===== config.mk =====
export PLATFORM = sky130hd
export DESIGN_NAME = sorted_record_table
export DESIGN_NICKNAME = d
export VERILOG_FILES = /design/src/rtl/srt_pkg.sv /design/src/rtl/sorted_record_table.sv
export SDC_FILE = /design/constraint.sdc
export NUM_CORES = 2
export LEC_CHECK = 0
export ABC_AREA = 1
export BUFFER_PORTS_ARGS = -buffer_cell sky130_fd_sc_hd__buf_2
export CAP_MARGIN = 20
export CORE_MARGIN = 1.5
export CORE_UTILIZATION = 63
export DETAILED_ROUTE_END_ITERATION = 6
export PLACE_DENSITY = 0.79
export SYNTH_ARGS = -nofsm -noshare
export SYNTH_HDL_FRONTEND = slang
export SYNTH_SLANG_ARGS = --single-unit

===== constraint.sdc =====
create_clock -name clk -period 6.45 [get_ports clk]
set_clock_uncertainty 0.1 [all_clocks]
set_input_delay 0.645 -clock clk [delete_from_list [all_inputs] [get_ports clk]]
set_output_delay 0.645 -clock clk [all_outputs]
set_load 0.01 [all_outputs]

===== src/rtl/srt_pkg.sv =====
// Shared constants of the sorted record table: sizes, opcodes and status codes.
package srt_pkg;

  localparam int DEPTH   = 64;
  localparam int AW      = (DEPTH > 1) ? $clog2(DEPTH) : 1;
  localparam int CNT_W   = $clog2(DEPTH + 1);

  localparam int KEY_W   = 16;
  localparam int SCORE_W = 15;
  localparam int SUM_W   = 21;
  localparam int OUT_CNT_W = 7;
  localparam int STEP_W  = $clog2(SUM_W);

  localparam logic [1:0] OP_INSERT  = 2'd0;
  localparam logic [1:0] OP_COUNT   = 2'd1;
  localparam logic [1:0] OP_DELETE  = 2'd2;
  localparam logic [1:0] OP_AVERAGE = 2'd3;

  localparam logic [1:0] ST_OK        = 2'd0;
  localparam logic [1:0] ST_NOT_FOUND = 2'd1;
  localparam logic [1:0] ST_FULL      = 2'd2;
  localparam logic [1:0] ST_EMPTY     = 2'd3;

endpackage


===== src/rtl/sorted_record_table.sv =====
// Sorted record table: key/score records in ascending key order held in RAM.
//
//   channel | direction | ports
//   --------+-----------+-----------------------------------------------------------
//   in      | input     | in_valid, in_stall, in_opcode, in_key, in_score
//   out     | output    | out_valid, out_stall, out_status, out_match_count,
//           |           | out_average_score, out_entries_held
//
// One operation is in flight at a time; each RAM step is a read state and an
// evaluate/write state. Insert moves records keyed at or above the new key up a
// slot from the top, then writes the new record; count scans all records; delete
// scans to the first match and shifts the rest down; average takes 21 quotient
// bits. Reset clears the state, fill count, score sum and out_valid, not the RAM.
// A new transfer is taken once the result is registered, even under out_stall.
module sorted_record_table
  import srt_pkg::*;
(
  input  logic                 clk,
  input  logic                 rst_n,
  input  logic                 in_valid,
  output logic                 in_stall,
  input  logic [1:0]           in_opcode,
  input  logic [KEY_W-1:0]     in_key,
  input  logic [SCORE_W-1:0]   in_score,
  output logic                 out_valid,
  input  logic                 out_stall,
  output logic [1:0]           out_status,
  output logic [OUT_CNT_W-1:0] out_match_count,
  output logic [SCORE_W-1:0]   out_average_score,
  output logic [OUT_CNT_W-1:0] out_entries_held
);

  localparam logic [3:0] S_IDLE    = 4'd0;
  localparam logic [3:0] S_INS_RD  = 4'd1;
  localparam logic [3:0] S_INS_WR  = 4'd2;
  localparam logic [3:0] S_INS_PUT = 4'd3;
  localparam logic [3:0] S_CNT_RD  = 4'd4;
  localparam logic [3:0] S_CNT_EV  = 4'd5;
  localparam logic [3:0] S_DEL_RD  = 4'd6;
  localparam logic [3:0] S_DEL_EV  = 4'd7;
  localparam logic [3:0] S_SHF_RD  = 4'd8;
  localparam logic [3:0] S_SHF_WR  = 4'd9;
  localparam logic [3:0] S_DIV     = 4'd10;
  localparam logic [3:0] S_FIN     = 4'd11;

  // Record RAM.
  logic [KEY_W-1:0]   key_mem   [DEPTH];
  logic [SCORE_W-1:0] score_mem [DEPTH];
  logic [KEY_W-1:0]   rd_key_r;
  logic [SCORE_W-1:0] rd_score_r;
  logic [AW-1:0]      mem_rd_addr;
  logic               mem_we;
  logic [AW-1:0]      mem_wr_addr;
  logic [KEY_W-1:0]   mem_wr_key;
  logic [SCORE_W-1:0] mem_wr_score;

  logic [3:0]           state_r, state_nxt;
  logic [CNT_W-1:0]     idx_r, idx_nxt;
  logic [CNT_W-1:0]     cnt_r, cnt_nxt;
  logic [CNT_W-1:0]     fill_r, fill_nxt;
  logic [SUM_W-1:0]     sum_r, sum_nxt;
  logic [KEY_W-1:0]     key_r, key_nxt;
  logic [SCORE_W-1:0]   score_r, score_nxt;
  logic [1:0]           res_status_r, res_status_nxt;
  logic [CNT_W-1:0]     res_match_r, res_match_nxt;
  logic [SCORE_W-1:0]   res_avg_r, res_avg_nxt;
  logic [SUM_W-1:0]     quo_r, quo_nxt;
  logic [CNT_W-1:0]     rem_r, rem_nxt;
  logic [STEP_W-1:0]    step_r, step_nxt;

  logic                 out_valid_r;
  logic [1:0]           out_status_r;
  logic [OUT_CNT_W-1:0] out_match_r;
  logic [SCORE_W-1:0]   out_avg_r;
  logic [OUT_CNT_W-1:0] out_held_r;

  logic [CNT_W-1:0] idx_p1;
  logic [CNT_W-1:0] idx_m1;
  logic [CNT_W-1:0] fill_m1;
  logic [CNT_W-1:0] cnt_now;
  logic [CNT_W:0]   trial;
  logic             q_bit;
  logic             in_xfer;
  logic             out_free;

  assign idx_p1   = idx_r + 1'b1;
  assign idx_m1   = idx_r - 1'b1;
  assign fill_m1  = fill_r - 1'b1;
  assign cnt_now  = cnt_r + CNT_W'(rd_key_r == key_r);
  assign trial    = {rem_r, quo_r[SUM_W-1]};
  assign q_bit    = (trial >= {1'b0, fill_r});
  assign in_stall = (state_r != S_IDLE);
  assign in_xfer  = in_valid && !in_stall;
  assign out_free = !out_valid_r || !out_stall;

  always_comb begin
    state_nxt      = state_r;
    idx_nxt        = idx_r;
    cnt_nxt        = cnt_r;
    fill_nxt       = fill_r;
    sum_nxt        = sum_r;
    key_nxt        = key_r;
    score_nxt      = score_r;
    res_status_nxt = res_status_r;
    res_match_nxt  = res_match_r;
    res_avg_nxt    = res_avg_r;
    quo_nxt        = quo_r;
    rem_nxt        = rem_r;
    step_nxt       = step_r;
    mem_rd_addr    = idx_r[AW-1:0];
    mem_we         = 1'b0;
    mem_wr_addr    = idx_r[AW-1:0];
    mem_wr_key     = key_r;
    mem_wr_score   = score_r;

    unique case (state_r)
      S_IDLE: begin
        if (in_xfer) begin
          key_nxt        = in_key;
          score_nxt      = in_score;
          res_status_nxt = ST_OK;
          res_match_nxt  = '0;
          res_avg_nxt    = '0;
          cnt_nxt        = '0;
          idx_nxt        = '0;
          unique case (in_opcode)
            OP_INSERT: begin
              idx_nxt = fill_r;
              if (fill_r == CNT_W'(DEPTH)) begin
                res_status_nxt = ST_FULL;
                state_nxt      = S_FIN;
              end else if (fill_r == '0) begin
                state_nxt = S_INS_PUT;
              end else begin
                state_nxt = S_INS_RD;
              end
            end
            OP_COUNT: begin
              if (fill_r == '0) begin
                res_status_nxt = ST_NOT_FOUND;
                state_nxt      = S_FIN;
              end else begin
                state_nxt = S_CNT_RD;
              end
            end
            OP_DELETE: begin
              if (fill_r == '0) begin
                res_status_nxt = ST_EMPTY;
                state_nxt      = S_FIN;
              end else begin
                state_nxt = S_DEL_RD;
              end
            end
            default: begin
              if (fill_r == '0) begin
                res_status_nxt = ST_EMPTY;
                state_nxt      = S_FIN;
              end else begin
                quo_nxt   = sum_r;
                rem_nxt   = '0;
                step_nxt  = '0;
                state_nxt = S_DIV;
              end
            end
          endcase
        end
      end

      // Walk down from the top, moving every record whose key is not
      // smaller than the new key up by one slot.
      S_INS_RD: begin
        mem_rd_addr = idx_m1[AW-1:0];
        state_nxt   = S_INS_WR;
      end
      S_INS_WR: begin
        mem_we = 1'b1;
        if (rd_key_r >= key_r) begin
          mem_wr_key   = rd_key_r;
          mem_wr_score = rd_score_r;
          idx_nxt      = idx_m1;
          state_nxt    = (idx_m1 == '0) ? S_INS_PUT : S_INS_RD;
        end else begin
          fill_nxt  = fill_r + 1'b1;
          sum_nxt   = sum_r + SUM_W'(score_r);
          state_nxt = S_FIN;
        end
      end
      S_INS_PUT: begin
        mem_we    = 1'b1;
        fill_nxt  = fill_r + 1'b1;
        sum_nxt   = sum_r + SUM_W'(score_r);
        state_nxt = S_FIN;
      end

      S_CNT_RD: begin
        state_nxt = S_CNT_EV;
      end
      S_CNT_EV: begin
        if (idx_p1 == fill_r) begin
          res_match_nxt  = cnt_now;
          res_status_nxt = (cnt_now != '0) ? ST_OK : ST_NOT_FOUND;
          state_nxt      = S_FIN;
        end else begin
          cnt_nxt   = cnt_now;
          idx_nxt   = idx_p1;
          state_nxt = S_CNT_RD;
        end
      end

      S_DEL_RD: begin
        state_nxt = S_DEL_EV;
      end
      S_DEL_EV: begin
        if (rd_key_r == key_r) begin
          sum_nxt = sum_r - SUM_W'(rd_score_r);
          if (idx_p1 == fill_r) begin
            fill_nxt  = fill_m1;
            state_nxt = S_FIN;
          end else begin
            state_nxt = S_SHF_RD;
          end
        end else if (idx_p1 == fill_r) begin
          res_status_nxt = ST_NOT_FOUND;
          state_nxt      = S_FIN;
        end else begin
          idx_nxt   = idx_p1;
          state_nxt = S_DEL_RD;
        end
      end

      // Close the gap: move each record above the deleted one down a slot.
      S_SHF_RD: begin
        mem_rd_addr = idx_p1[AW-1:0];
        state_nxt   = S_SHF_WR;
      end
      S_SHF_WR: begin
        mem_we       = 1'b1;
        mem_wr_key   = rd_key_r;
        mem_wr_score = rd_score_r;
        idx_nxt      = idx_p1;
        if (idx_p1 == fill_m1) begin
          fill_nxt  = fill_m1;
          state_nxt = S_FIN;
        end else begin
          state_nxt = S_SHF_RD;
        end
      end

      // Restoring division, one quotient bit per cycle.
      S_DIV: begin
        rem_nxt  = q_bit ? CNT_W'(trial - {1'b0, fill_r}) : trial[CNT_W-1:0];
        quo_nxt  = {quo_r[SUM_W-2:0], q_bit};
        step_nxt = step_r + 1'b1;
        if (step_r == STEP_W'(SUM_W - 1)) begin
          res_avg_nxt = quo_nxt[SCORE_W-1:0];
          state_nxt   = S_FIN;
        end
      end

      S_FIN: begin
        if (out_free) begin
          state_nxt = S_IDLE;
        end
      end

      default: begin
        state_nxt = S_IDLE;
      end
    endcase
  end

  always_ff @(posedge clk) begin
    if (mem_we) begin
      key_mem[mem_wr_addr]   <= mem_wr_key;
      score_mem[mem_wr_addr] <= mem_wr_score;
    end
    rd_key_r   <= key_mem[mem_rd_addr];
    rd_score_r <= score_mem[mem_rd_addr];
  end

  always_ff @(posedge clk) begin
    if (!rst_n) begin
      state_r     <= S_IDLE;
      fill_r      <= '0;
      sum_r       <= '0;
      out_valid_r <= 1'b0;
    end else begin
      state_r  <= state_nxt;
      fill_r   <= fill_nxt;
      sum_r    <= sum_nxt;
      if (state_r == S_FIN && out_free) begin
        out_valid_r <= 1'b1;
      end else if (!out_stall) begin
        out_valid_r <= 1'b0;
      end
    end
  end

  always_ff @(posedge clk) begin
    idx_r        <= idx_nxt;
    cnt_r        <= cnt_nxt;
    key_r        <= key_nxt;
    score_r      <= score_nxt;
    res_status_r <= res_status_nxt;
    res_match_r  <= res_match_nxt;
    res_avg_r    <= res_avg_nxt;
    quo_r        <= quo_nxt;
    rem_r        <= rem_nxt;
    step_r       <= step_nxt;
    if (state_r == S_FIN && out_free) begin
      out_status_r <= res_status_r;
      out_match_r  <= OUT_CNT_W'(res_match_r);
      out_avg_r    <= res_avg_r;
      out_held_r   <= OUT_CNT_W'(fill_r);
    end
  end

  assign out_valid         = out_valid_r;
  assign out_status        = out_status_r;
  assign out_match_count   = out_match_r;
  assign out_average_score = out_avg_r;
  assign out_entries_held  = out_held_r;

`ifndef SYNTHESIS
  a_fill_bound: assert property (@(posedge clk) disable iff (!rst_n)
    fill_r <= CNT_W'(DEPTH))
    else $error("fill count exceeds table depth");

  a_write_in_range: assert property (@(posedge clk) disable iff (!rst_n)
    mem_we |-> idx_r <= fill_r)
    else $error("record write beyond the filled region");

  a_div_nonzero: assert property (@(posedge clk) disable iff (!rst_n)
    state_r == S_DIV |-> fill_r != '0)
    else $error("division started with an empty table");

  a_full_status: assert property (@(posedge clk) disable iff (!rst_n)
    out_valid_r && out_status_r == ST_FULL |-> out_held_r == OUT_CNT_W'(DEPTH))
    else $error("full status reported while the table has room");

  a_empty_status: assert property (@(posedge clk) disable iff (!rst_n)
    out_valid_r && out_status_r == ST_EMPTY |-> out_held_r == '0)
    else $error("empty status reported while records are held");
`endif

endmodule


Word level (Yosys, flattened, before mapping) --
Memory sizes are Yosys's and may differ from the RTL's. A register that Yosys moved wholly into a read port is not among the register bits. Cells that the tools add are included.
Storage, ports and cells: flip-flop bits (word level) 166, memory bits (writable) 1984, input port bits 37, output and inout port bits 33, logic and storage cells 165, memories kept 2
Memory list:
- key_mem | words 64, width 16, read ports 1, clocked after memory_dff 1, write ports 1, line sorted_record_table.sv:47 | logic [KEY_W-1:0] key_mem [DEPTH];
- score_mem | words 64, width 15, read ports 1, clocked after memory_dff 1, write ports 1, line sorted_record_table.sv:48 | logic [SCORE_W-1:0] score_mem [DEPTH];
Operators by class: $add $sub $neg 9, $lt $le $gt $ge 2, equal/unequal tests 32, mux-type cells 72, reductions and logical operators 30
Operators with widths (number):
- $mux W7 | 16
- $mux W21 | 5
- $pmux W21 S3 | 1
- $pmux W15 S2 | 2
- $pmux W4 S12 | 1
- $mux W15 | 3
- $pmux W21 S2 | 1
- $pmux W7 S2 | 3
- $mux W4 | 10
- $pmux W7 S5 | 1
- $pmux W16 S2 | 1
- $pmux W7 S4 | 1
- $ne A2 B2 Y1 const B | 13
- $add A21 B15 Y21 | 1
- $sub A21 B15 Y21 | 1
- $mux W2 | 10
- $eq A16 B16 Y1 | 1
- $eq A4 B3 Y1 const B | 4
- $eq A4 B4 Y1 const B | 4
- $ge A16 B16 Y1 | 1
- $mux W16 | 1
- $mux W5 | 3
- $reduce_and A3 Y1 | 5
- $add A7 B1 Y7 const B | 2
- other kinds (34) | 54

Depth between registers and ports, before layout --
depth after elaboration 6, mapped depth 25, gate-level depth less buffers 25

Least setup slack after synthesis --
Ideal clock, no wire load.
path type reg-to-reg, start point reg state_r[0], end point reg quo_r[0], enable pin, setup time 473 ps, data arrival time 5014 ps, data required time 5877 ps, setup slack 863 ps, stages on the path, launching flop included 9, path buffers 1, period minus slack after synthesis 5587 ps, cells stage by stage dfxtp_1 buf_4 inv_2 nand2_1 nor2_1 inv_1 nor2_1 inv_1 o31ai_1
On the way: word-level cells in the longest chain between the ends 5, elaborated cells on any way between the ends 10, those cells by class 4 x eq/ne; 6 x reduce/logical
Ends and longest elaborated chain:
- start: declaration | line sorted_record_table.sv:57 | logic [3:0] state_r, state_nxt;
- start signal: assignment | line sorted_record_table.sv:288 | state_r <= state_nxt;
- $reduce_bool A4 Y1 | line sorted_record_table.sv:92 | assign in_stall = (state_r != S_IDLE);
- via in_stall | line sorted_record_table.sv:21 | output logic in_stall,
- $logic_not A1 Y1 | line sorted_record_table.sv:93 | assign in_xfer = in_valid && !in_stall;
- $logic_and A1 B1 Y1 | line sorted_record_table.sv:93
- $ne A2 B2 Y1 (no line)
- $reduce_and A4 Y1 (no line)
- end signal: assignment | line sorted_record_table.sv:307 | quo_r <= quo_nxt;
- end: declaration | line sorted_record_table.sv:67 | logic [SUM_W-1:0] quo_r, quo_nxt;
The timed path passes the listed nets, and every way through them passes these cells. A chain may end at the register's enable or synchronous reset.

Final worst setup path --
start point reg idx_r[0], end point reg rd_key_r[8] (read register of key_mem)
On the way: word-level cells in the longest chain between the ends 2, elaborated cells on any way between the ends 3, those cells by class 2 x add/sub; 1 x mux
Ends and longest elaborated chain:
- start: declaration | line sorted_record_table.sv:58 | logic [CNT_W-1:0] idx_r, idx_nxt;
- start signal: assignment | line sorted_record_table.sv:300 | idx_r <= idx_nxt;
- $add A7 B1 Y7 / $sub A7 B1 Y7 (equally long branches) | line sorted_record_table.sv:86, sorted_record_table.sv:87
- $pmux W6 S2 * | line sorted_record_table.sv:116 | unique case (state_r)
- end: declaration | line sorted_record_table.sv:49 | logic [KEY_W-1:0] rd_key_r;
Mark *: on every way between the ends. The rest lies on a longest branch, timed or not.

==> summary.md <==
| Metric | Value |
|---|---|
| Critical-path top delay cell | `a21oi_4` |
| Failing checks | `DRC` |
| Setup bufs post-CTS | `0` |
| TritonCTS Buffers | `~210` |
| Top_reg_cell synth | `edfxtp_1` |
| Global-route wire length before repair | `389 mm` |
| Die Wd | `386 um` |
| Cts hold-fix bufs | `31` |
| Synth area leaders | `edfxtp_1 69%, nand2_1 11%, nand3_1 5.5%` |
| Mapped Nets | `between 8000 and 9000` |
| Pin count of the biggest net entering global routing | `~200` |
| Gate count after technology mapping | `8192` |
| DRT Wirelength | `268 mm` |
| Clock sink total | `2181` |
| Worst Path Required | `7.13 ns` |
| P&R area growth vs syn | `11.0%` |
| Setup ws final | `roughly 1.5 ns` |
| Initial drt markers | `10895` |
| Clk slew on worst S/H paths | `0.07 ns` |
| Number of synthesized flops with an enable pin | `approximately 2100` |
| First drt pass iteration count | `7` |
| DRC | `1` |
| Pre-CTS setup slack | `roughly 1.8 ns` |
| Asr flop ratio synth | `0%` |
| Final ANT Viol Nets | `0` |
| CP top delay family | `simple AND/OR/NAND/NOR gates` |
| Vias in the first global route | `around 62000` |
| Most frequent cells in the layout | `2734 x nand2_1, 2117 x edfxtp_1, 1014 x nand3_1` |
| Setup TNS | `0 ns` |
| Final Max Tran Viols | `0` |
| Seq/Total Area, Yosys | `70.2%` |
| Final number of hold-violating endpoints | `0` |
| WL per Instance | `~26 um` |
| Post-synthesis xor/xnor area fraction | `0.360%` |
| Initial core utilization | `between 60 and 70%` |
| Final Util | `a little over two thirds` |
| Status | `finished, violations left` |
| Row count | `140` |
| Fmax | `0.203 GHz` |
| Mux contribution to synthesized area | `0.0108%` |
| Hold crit path type | `in -> reg` |
| Largest family of logic cells by synthesized area | `simple AND/OR/NAND/NOR gates` |
| Crit path cell chain | `clkinv_1 > ha_1 > inv_1 > nand2_1 > o21ai_0 > a21oi_4 > buf_12 > buf_12 > o211ai_1 > nand3_1 > nand3_1 > nand3_1 > nand3_1 > nand2_1` |
| Ys Warns | `0` |
| Clock root buffer master | `clkbuf_16` |
| Most common cell after layout, fill and taps aside | `nand2_1` |
| Share of layout cells above drive strength 1 | `under 10%` |
| Leakage | `39.1 nW` |
| Die area | `149000 um^2` |
| Netlist cell types | `49` |
| Max Root-Sink Buffers | `3` |
| Worst path max stage delay | `0.80 ns` |
| Maximum vdd ir drop | `912 uV` |
| Post-CTS sizing | `0` |
| CP bufs+invs | `4` |
| Final Wtd Congestion | `0.957` |
| Syn Std Cell Area | `92400 um^2` |
| Crit-path max FO | `80` |
| Synth Area in Adders | `0.761%` |
| Clock Latency Late Sink | `0.86 ns` |
| Final period utilization | `76.4%` |
| Final Setup Violations | `0` |
| Critical path startpoint category | `flip-flop` |
| Yosys top cell area share | `68.8%` |
| Total GRT Usage | `35.8%` |
| Port-buffer cells | `69` |
| Nets | `8310` |
| Fill cells | `9395` |
| Area of the core | `roughly 150000 um^2` |
| Vias post-DR | `65172` |
| HPWL after DPL | `143 mm` |
| Pwr per Cell Area | `548 nW/um^2` |
| Io pins | `70` |
| Post-synthesis register bit count | `2181` |
| Max cap viols | `0` |
| Initial antenna violation count | `12` |
| Synth Area per Inst | `approximately 11 um^2` |
| CP endpoint kind | `flip-flop` |
| Worst-Margin Slew | `roughly 1.2 ns` |
| Post-layout min period | `4.93 ns` |
| Arr. time, crit path | `5.60 ns` |
| Synth area leader | `edfxtp_1` |
| CTS tree | `yes` |
| Max-slew headroom | `21.1%` |
| Synth Area in Compound Gates | `between 5 and 6%` |
| Simple-gate area share of the yosys netlist | `17.8%` |
| # H-tree levels | `4` |
| Placed cell count | `9887` |
| RSZ-0062 raised after global routing | `false` |
| Final non-filler cell total | `10318` |
| Total global routing overflow | `0` |
| CP most frequent cell | `nand3_1` |
| Avg Vias per Cell | `6.32` |
| Die Ht | `386 um` |
| Critical Setup Path Class | `reg -> reg` |
==> metal layers <==
metal / wire [um] / global-route usage [%] / vias to the layer above
li1: - / - / 28310
met1: 91300 / 46.9 / 30720
met2: 120000 / 54.7 / 5144
met3: 38200 / 8.69 / 988
met4: 17900 / 21.0 / 10
met5: 65 / 0 / -
==> sequential cells by signal, summed over array words and instances, names as in the netlist, 15 cells and up <==
signal	cells
score_mem	960
quo_r	21
rd_key_r	16
key_mem	1024
out_average_score	15
key_r	16
res_avg_r	15
score_r	15
sum_r	21
rd_score_r	15
==> worst register-to-register path, cell delays in order (launching register included) <==
cell      delay, ns
edfxtp_1       0.57
clkinv_1       0.32
ha_1           0.46
inv_1          0.09
nand2_1        0.07
o21ai_0        0.18
a21oi_4        0.80
buf_12         0.35
buf_12         0.43
o211ai_1       0.24
nand3_1        0.12
nand3_1        0.10
nand3_1        0.35
nand3_1        0.47
nand2_1        0.19
==> cells in the mapped netlist, types with 21 or more instances <==
master,number
or2_2,31
buf_2,297
dfxtp_1,64
clkbuf_1,74
xor2_1,21
buf_1,39
ha_1,53
inv_1,716
nand3_1,1014
nor2_1,168
a21oi_1,78
buf_4,41
edfxtp_1,2117
o21ai_0,102
o211ai_1,498
nand2_1,2740
==> final timing paths <==
| path | from | to | slack [ns] | depth (start not counted) |
|---|---|---|---|---|
| worst max-delay path | idx_r[0]$_DFFE_PP_ | rd_key_r[8]$_DFF_P_ | 1.52 | 14 |
| worst min-delay path | in_opcode[1] | res_status_r[1]$_DFFE_PP_ | 0.12 | 3 |
| worst min register to register | res_match_r[0]$_DFFE_PP_ | out_match_count[0]$_DFFE_PP_ | 0.31 | 0 |
| worst max register to register | idx_r[0]$_DFFE_PP_ | rd_key_r[8]$_DFF_P_ | 1.52 | 14 |
==> where the power goes <==
part / internal (W) / leakage, nW / switching [W]
clock network: 0.00686 / 3.33 / 0.00539
registers: 0.0179 / 19.6 / 0.000470
logic: 0.00649 / 16.1 / 0.0191
total: 0.0313 / 39.1 / 0.0249
==> metrics by stage <==
stage / hold WS, ns / instance area, um^2 / total power (W)
2_1_floorplan: 0.300 / 92400 / 0.0348
3_3_place_gp: 0.303 / 95100 / 0.0422
3_5_place_dp: 0.305 / 95300 / 0.0430
4_1_cts: 0.0693 / 102000 / 0.0552
5_1_grt: 0.104 / 103000 / 0.0582
6_report: 0.117 / 103000 / 0.0562
==> kinds of logic (layout without fill, tap and decap cells) <==
group                    Yosys count  count (layout)
multiplexers                       1               1
other                              0               2
AND/OR/NAND/NOR                 4000            4000
AO/OA/AOI/OAI                    726             726
XOR/XNOR                          38              38
buffers and inverters           1191            1398
adder cells (fa/ha/maj)           55              55
flip-flops                      2181            2181
==> final cells by class <==
cell class	instances	area (um^2)	area share, %
Inverter	733	2770	2.70
Clock inverter	126	1340	1.31
Timing Repair Buffer	274	2550	2.49
Tap cell	1917	2400	2.34
Multi-Input combinational cell	4820	23100	22.6
Antenna cell	2	5.00	0.00488
Clock buffer	265	5490	5.35
Sequential cell	2181	64900	63.2
Power figures use the tool's default switching activity.
